$ cat src/rtl/scch_pkg.sv
// ----------------------------------------------------------------------------
// scch_pkg
// Types and constants shared by the histogram cube controller and datapath.
// ----------------------------------------------------------------------------
package scch_pkg;

    localparam int CFG_IDX_W  = 1;
    localparam int CFG_DATA_W = 7;
    localparam int E_REG_W    = 7;
    localparam int T_REG_W    = 5;
    localparam int CHAN_W     = 16;
    localparam int VAL_W      = 32;
    localparam int TOTAL_W    = 48;

    localparam logic [CFG_IDX_W-1:0] CFG_ENERGY = 1'd0;
    localparam logic [CFG_IDX_W-1:0] CFG_TIME   = 1'd1;

    localparam logic [E_REG_W-1:0] E_REG_RST = 7'd64;
    localparam logic [T_REG_W-1:0] T_REG_RST = 5'd16;

    localparam logic [TOTAL_W-1:0] TOTAL_MAX = '1;

    typedef enum logic [1:0] {
        MODE_SYM    = 2'd0,
        MODE_SINGLE = 2'd1,
        MODE_SET    = 2'd2,
        MODE_GET    = 2'd3
    } t_mode;

    typedef enum logic [2:0] {
        ST_CLEAR,
        ST_IDLE,
        ST_RD_A,
        ST_WR_A,
        ST_RD_B,
        ST_WR_B,
        ST_SET_ADD,
        ST_PUSH
    } t_state;

    typedef struct packed {
        logic load;
        logic clr_wr;
        logic wr;
        logic sel_b;
        logic capture;
        logic set_add;
        logic push;
    } t_cmd;

    typedef struct packed {
        logic  ok;
        t_mode mode;
        logic  diag;
        logic  clr_last;
        logic  out_busy;
    } t_stat;

endpackage

$ cat src/rtl/scch_ctrl.sv
// ----------------------------------------------------------------------------
// scch_ctrl
// Sequencer: memory clear after reset, then per-item read-modify-write steps.
// ----------------------------------------------------------------------------
module scch_ctrl
    import scch_pkg::*;
(
    input  logic  i_clk,
    input  logic  i_rst_n,
    input  logic  i_s_tvalid,
    output logic  o_s_tready,
    input  t_stat i_stat,
    output t_cmd  o_cmd
);

    t_state r_state;
    t_state n_state;

    always_ff @(posedge i_clk) begin
        if (!i_rst_n) begin
            r_state <= ST_CLEAR;
        end else begin
            r_state <= n_state;
        end
    end

    always_comb begin
        n_state    = r_state;
        o_cmd      = '0;
        o_s_tready = 1'b0;
        case (r_state)
            ST_CLEAR: begin
                o_cmd.clr_wr = 1'b1;
                if (i_stat.clr_last) begin
                    n_state = ST_IDLE;
                end
            end
            ST_IDLE: begin
                o_s_tready = 1'b1;
                if (i_s_tvalid) begin
                    o_cmd.load = 1'b1;
                    n_state    = ST_RD_A;
                end
            end
            ST_RD_A: begin
                n_state = i_stat.ok ? ST_WR_A : ST_PUSH;
            end
            ST_WR_A: begin
                case (i_stat.mode)
                    MODE_GET: begin
                        o_cmd.capture = 1'b1;
                        n_state       = ST_PUSH;
                    end
                    MODE_SET: begin
                        o_cmd.wr = 1'b1;
                        n_state  = ST_SET_ADD;
                    end
                    MODE_SYM: begin
                        o_cmd.wr = 1'b1;
                        n_state  = i_stat.diag ? ST_PUSH : ST_RD_B;
                    end
                    default: begin
                        o_cmd.wr = 1'b1;
                        n_state  = ST_PUSH;
                    end
                endcase
            end
            ST_RD_B: begin
                o_cmd.sel_b = 1'b1;
                n_state     = ST_WR_B;
            end
            ST_WR_B: begin
                o_cmd.sel_b = 1'b1;
                o_cmd.wr    = 1'b1;
                n_state     = ST_PUSH;
            end
            ST_SET_ADD: begin
                o_cmd.set_add = 1'b1;
                n_state       = ST_PUSH;
            end
            ST_PUSH: begin
                if (!i_stat.out_busy) begin
                    o_cmd.push = 1'b1;
                    n_state    = ST_IDLE;
                end
            end
            default: begin
                n_state = ST_CLEAR;
            end
        endcase
    end

endmodule

$ cat config.mk
export PLATFORM = sky130hd
export DESIGN_NAME = scch_ctrl
export DESIGN_NICKNAME = d
export VERILOG_FILES = /design/src/rtl/scch_pkg.sv /design/src/rtl/scch_ctrl.sv
export SDC_FILE = /design/constraint.sdc
export NUM_CORES = 1
export LEC_CHECK = 0
export BUFFER_PORTS_ARGS = -buffer_cell sky130_fd_sc_hd__buf_2
export CAP_MARGIN = 20
export CORE_AREA = 3 3 40 42
export DETAILED_ROUTE_END_ITERATION = 7
export DIE_AREA = 0 0 43 45
export PLACE_DENSITY = 0.45
export RECOVER_POWER = 50
export SYNTH_ARGS = -nofsm -noshare
export SYNTH_HDL_FRONTEND = slang
export SYNTH_SLANG_ARGS = --single-unit
$ cat constraint.sdc
create_clock -name i_clk -period 1.5 [get_ports i_clk]
set_clock_uncertainty 0.05 [all_clocks]
set_input_delay 0.15 -clock i_clk [delete_from_list [all_inputs] [get_ports i_clk]]
set_output_delay 0.15 -clock i_clk [all_outputs]
set_load 0.005 [all_outputs]
* Word-level counts from Yosys, hierarchy flattened
Cells that the tools add are included.
W data, S select, Z words.
** Cells by class
- Reductions and logical operators :: 5
- Equal/unequal tests :: 12
- Multiplexer cells :: 19
** Operator list (number)
- $pmux W3 S7 :: 1
- $eq A3 B3 Y1 const B :: 4
- $mux W3 :: 4
- $mux W1 :: 11
- $eq A3 B2 Y1 const B :: 2
- $ne A2 B2 Y1 const B :: 3
- $eq A2 B2 Y1 const B :: 2
- $pmux W2 S2 :: 1
- $reduce_or A2 Y1 :: 2
- $eq A3 B1 Y1 const B :: 1
- $logic_not A3 Y1 :: 1
- $reduce_and A3 Y1 :: 1
- $logic_not A2 Y1 :: 1
- $mux W2 :: 1
- $pmux W1 S2 :: 1
** Word-level totals
- Output and inout bits :: 8
- Bits in registers :: 3
- Input port bits :: 9

* Logic depth before layout (Yosys ltp)
- Depth after elaboration :: 3
- Mapped depth :: 5
- Depth with buffers taken out :: 4

* Worst setup path before layout
OpenSTA, ideal clock, no wires.
- Path kind :: reg2reg
- From :: register r_state[0]
- To :: register r_state[0]
- Stages on the path, launching flop included :: 6
- Required time :: 1.376 ns
- Period minus slack after synthesis :: 1.032 ns
- Path buffers :: 1
- Path slack :: 0.468 ns
- Arrival time :: 0.907 ns
- Cells stage by stage :: dfxtp_1 -> buf_6 -> mux2i_1 -> nand2_1 -> o21a_2 -> a31oi_1
** Between the ends
- Cells in the longest elaborated chain, start to end :: 3
- Elaborated cells between the ends (all ways) :: 14
- Classes of those cells :: eq/ne (10); mux (1); reduce/logical (3)
** RTL lines
- from (decl) :: RTL line scch_ctrl.sv:16 : t_state r_state;
- from (signal assigned) :: RTL line scch_ctrl.sv:23 : r_state <= n_state;
- $eq A3 B3 Y1 (tied with other cells) :: RTL line scch_ctrl.sv:31 : case (r_state)
- $reduce_or A2 Y1 (no source line) / $ne A2 B2 Y1 (equally long branches)
- $pmux W3 S7 / $reduce_and A3 Y1 (equally long branches)
Parallel ways exist; a longest one is shown, timed or not.
A chain may end at the register's enable or synchronous reset.

==> summary.md <==
| Metric | Value |
|---|---|
| Crit path max-delay cell type | sky130_fd_sc_hd__dfxtp_1 |
| Worst Hold Path EP | r_state[0] |
| WS Path Type | reg -> out |
| Final critical-path share of the clock period | 93.24% |
| Largest net degree at the start of global routing | 14 |
| Storage cell area | roughly 63 µm² |
| Diode insertion count for antenna repair | 0 |
| Number of buffers added by the clock tree synthesis step | 3 |
| Hold Violations, Final | 0 |
| YS warnings | 0 |
| Internal power | roughly 0.32 mW |
| Slack of the worst reg-to-reg path | about 0.29 ns |
| Ports placed on the boundary | 17 |
| Hold path depth | 3 |
| Flip-flop count of the largest register after layout | 3 |
| Most used flip-flop cell after synthesis | sky130_fd_sc_hd__dfxtp_1 |
| Leakage dissipation | 0.1838 nW |
| Cell area power density | approximately 1400 nW/µm² |
| Distinct cell type count of the synthesized netlist | 21 |
| Area growth from synthesis to layout | 36.62% |
| Detailed placement HPWL | 535.6 µm |
| Multi-input gate area in the final layout | about 170 µm² |
| Worst slew slack as a fraction of its limit | between 70% and 80% |
| Logic depth of the worst register-to-register path | 3 |
| Mean number of vias per cell | 4.420 |
| Critical Path Sink Type | primary output |
| Remaining global-route overflow | 0 |
| Deepest level of the CTS H-tree | 1 |
| Number of standard cells after synthesis | 37 |
| Via Count | approximately 300 |
| Clock transition at the registers of the reported paths | around 0.04 ns |
| Class of the worst hold path | in -> reg |
| Overall die height | about 45 µm |
| Type of element launching the critical path | flop |
| IR Drop Worst-Case VDD | 0.5595 mV |
| Cell taking the most area after synthesis | sky130_fd_sc_hd__dfxtp_1 |
| NumNets Final | 64 |
| Number of search-and-repair iterations in the first detailed-routing pass | 3 |
| Switching fraction of total power | roughly two fifths |
| Clock latency at the later pin of the worst-skew pair | ~0.23 ns |
| Maximum buffer depth of the clock tree | 2 |
| Worst hold slack | 0.1111 ns |
| Standard-cell rows | 13 |
| Filler instances | 150 |
| Registers with the most flip-flops | r_state: 3 flops |
| Antenna violation net count after detailed routing | 0 |
| Slew at the pin with the worst max-slew slack | around 0.36 ns |
| Largest cells by area after synthesis | sky130_fd_sc_hd__dfxtp_1, sky130_fd_sc_hd__buf_6, sky130_fd_sc_hd__a21oi_1 |
| Arr. time, crit path | approximately 1.2 ns |
| Detailed Route Iter0 Violations | 5 |
| Result of the run | complete, no violations |
| Clock root cell | sky130_fd_sc_hd__clkbuf_4 |
| Number of global-route vias before repair | 290 |
| Antenna violations before repair | 0 |
| Die outline area | between 1500 and 2000 µm² |
| Max-slew violation count | 0 |
| Crit Path Max Fanout | 13 |
| Die boundary width | 43 µm |
| Combinational Power Share | around two fifths |
| Share of final-layout standard cells stronger than drive strength 1 | 44.44% |
| Number of failing setup endpoints in the final timing report | 0 |
| Synth top area share | between 20% and 30% |
| Post-synth ARST share | 0% |
| Setup repair after global routing missed its margin | no |
| Synth Cell Area | ~270 µm² |
| Crit path time final | 1.399 ns |
| Total of buffers placed on input and output ports | 16 |
| Register bit count reported by yosys | 3 |
| Post-CTS Hold Buffers | 0 |
| Number of synthesized flops with an enable pin | 0 |
| CTS tree | yes |
| DRC violations left | 0 |
| Routability-driven placement congestion ratio | 0.7253 |
| Clock share of power | 26.9% |
| Register containing the most flip-flops in the final layout | r_state |
| Destination of the worst register-to-register timing path | r_state[0] |
| Syn Nets | 46 |
| Number of maximum-capacitance constraint violations | 0 |
| Portion of the post-synthesis area used by sequential elements | ~23% |
| Average wire length per cell after detail routing | just under 10 µm |
| Total global routing track utilization | between 8 and 9% |
| Required arrival time at the worst endpoint | roughly 1.3 ns |
| Total clock sinks | 3 |
| First-pass GRT wire length | between 1 and 1.5 mm |
| Fmax | between 0.7 and 0.8 GHz |
| Launching point of the worst reg2reg path | r_state[1] |
| Setup Total Neg Slack | 0 ns |
| Largest incremental delay on the critical path | 0.53 ns |
| Area of the core | about 1300 µm² |
| Sequential group share of total power | 33.8% |
| Series of cell instances along the critical path | nor2_1, and3_2, buf_2 |
| Switching Power | just over 0.2 mW |
| Startpoint of the worst hold path | i_rst_n |
| Initial Util | around a fifth |
| Mean post-synth cell area | 7.203 µm² |
| Total wirelength of the detailed-routed design | between 600 and 700 µm |
placed cells by master (no fill, tap or decap), types with 2 or more instances in the layout:
cell type / count
sky130_fd_sc_hd__nor3_1: 3
sky130_fd_sc_hd__buf_2: 14
sky130_fd_sc_hd__dfxtp_2: 2
sky130_fd_sc_hd__nor2b_1: 2
sky130_fd_sc_hd__nand2_1: 3
sky130_fd_sc_hd__clkbuf_2: 2
sky130_fd_sc_hd__clkbuf_4: 3
sky130_fd_sc_hd__nor2_1: 4
sky130_fd_sc_hd__o21ai_0: 3
sky130_fd_sc_hd__inv_1: 2
sky130_fd_sc_hd__a21oi_1: 3
per-layer routing:
metal	up-vias	wire [µm]	track usage (%)
li1	169	-	-
met1	124	335	10.36
met2	12	262	9.880
met3	0	83	4.781
met4	0	0	7.229
met5	-	0	0
timing repair:
action                                  4_1_cts  5_1_grt
resized for setup                             1        1
buffers inserted                              0        0
endpoints found under the setup margin        1        1
pin swaps                                     0        0
worst max-delay path by stage:
stage / startpoint / to / slack (ns)
final: r_state[1] / o_cmd[6] / 0.10
after global routing: r_state[1] / o_cmd[6] / 0.001
after CTS: r_state[2] / o_cmd[4] / 0.08
after detailed placement: r_state[0] / o_cmd[2] / 0.25
after global placement: r_state[0] / o_cmd[2] / 0.26
after floorplan: r_state[0] / r_state[0] / 0.47
cell usage after synthesis (2+ instances only):
cell type / count
sky130_fd_sc_hd__inv_1: 2
sky130_fd_sc_hd__nor3_1: 3
sky130_fd_sc_hd__buf_6: 2
sky130_fd_sc_hd__nand2_1: 3
sky130_fd_sc_hd__nor2b_1: 2
sky130_fd_sc_hd__nor2_1: 4
sky130_fd_sc_hd__dfxtp_1: 3
sky130_fd_sc_hd__a21oi_1: 3
sky130_fd_sc_hd__o21ai_0: 3
layout make-up:
type | count | share of cell area (%)
multi-input cells | 29 | 46.39
repair buffers | 16 | 21.99
flip-flops and latches | 3 | 17.18
clock buffers | 4 | 7.216
well taps | 15 | 5.155
inverters | 2 | 2.062
power by group through the flow:
stage               registers, mW  logic (mW)  clock network [mW]
global route                0.184       0.232               0.161
floorplan                   0.122       0.214                   0
CTS                         0.173       0.206               0.148
finish                      0.176       0.204               0.140
global placement            0.171       0.211                   0
detailed placement          0.174       0.205                   0
cells by family after synthesis:
kind of cell	share of synthesized area, %
simple gates	33.80
compound gates	25.82
buf+inv	14.09
flops	22.54
mux	3.756
critical path, delay by kind of cell (launching register included):
| kind | cells | cell delay [ns] |
|---|---|---|
| buffers and inverters | 1 | 0.12 |
| flip-flops | 1 | 0.53 |
| AND/OR/NAND/NOR | 2 | 0.32 |
stage by stage:
stage	power [mW]	instances	cell area [µm²]	utilization, %	setup slack (ns)
final	0.5201	69	364.1	28.34	0.1014
after detailed placement	0.3782	65	335.3	26.10	0.2540
after global routing	0.5762	69	364.1	28.34	0.001428
after floorplan	0.3360	37	266.5	-	0.4684
after global placement	0.3820	65	335.3	26.10	0.2586
after CTS	0.5274	69	362.8	28.24	0.07652
(Power assumes the default switching activity.)
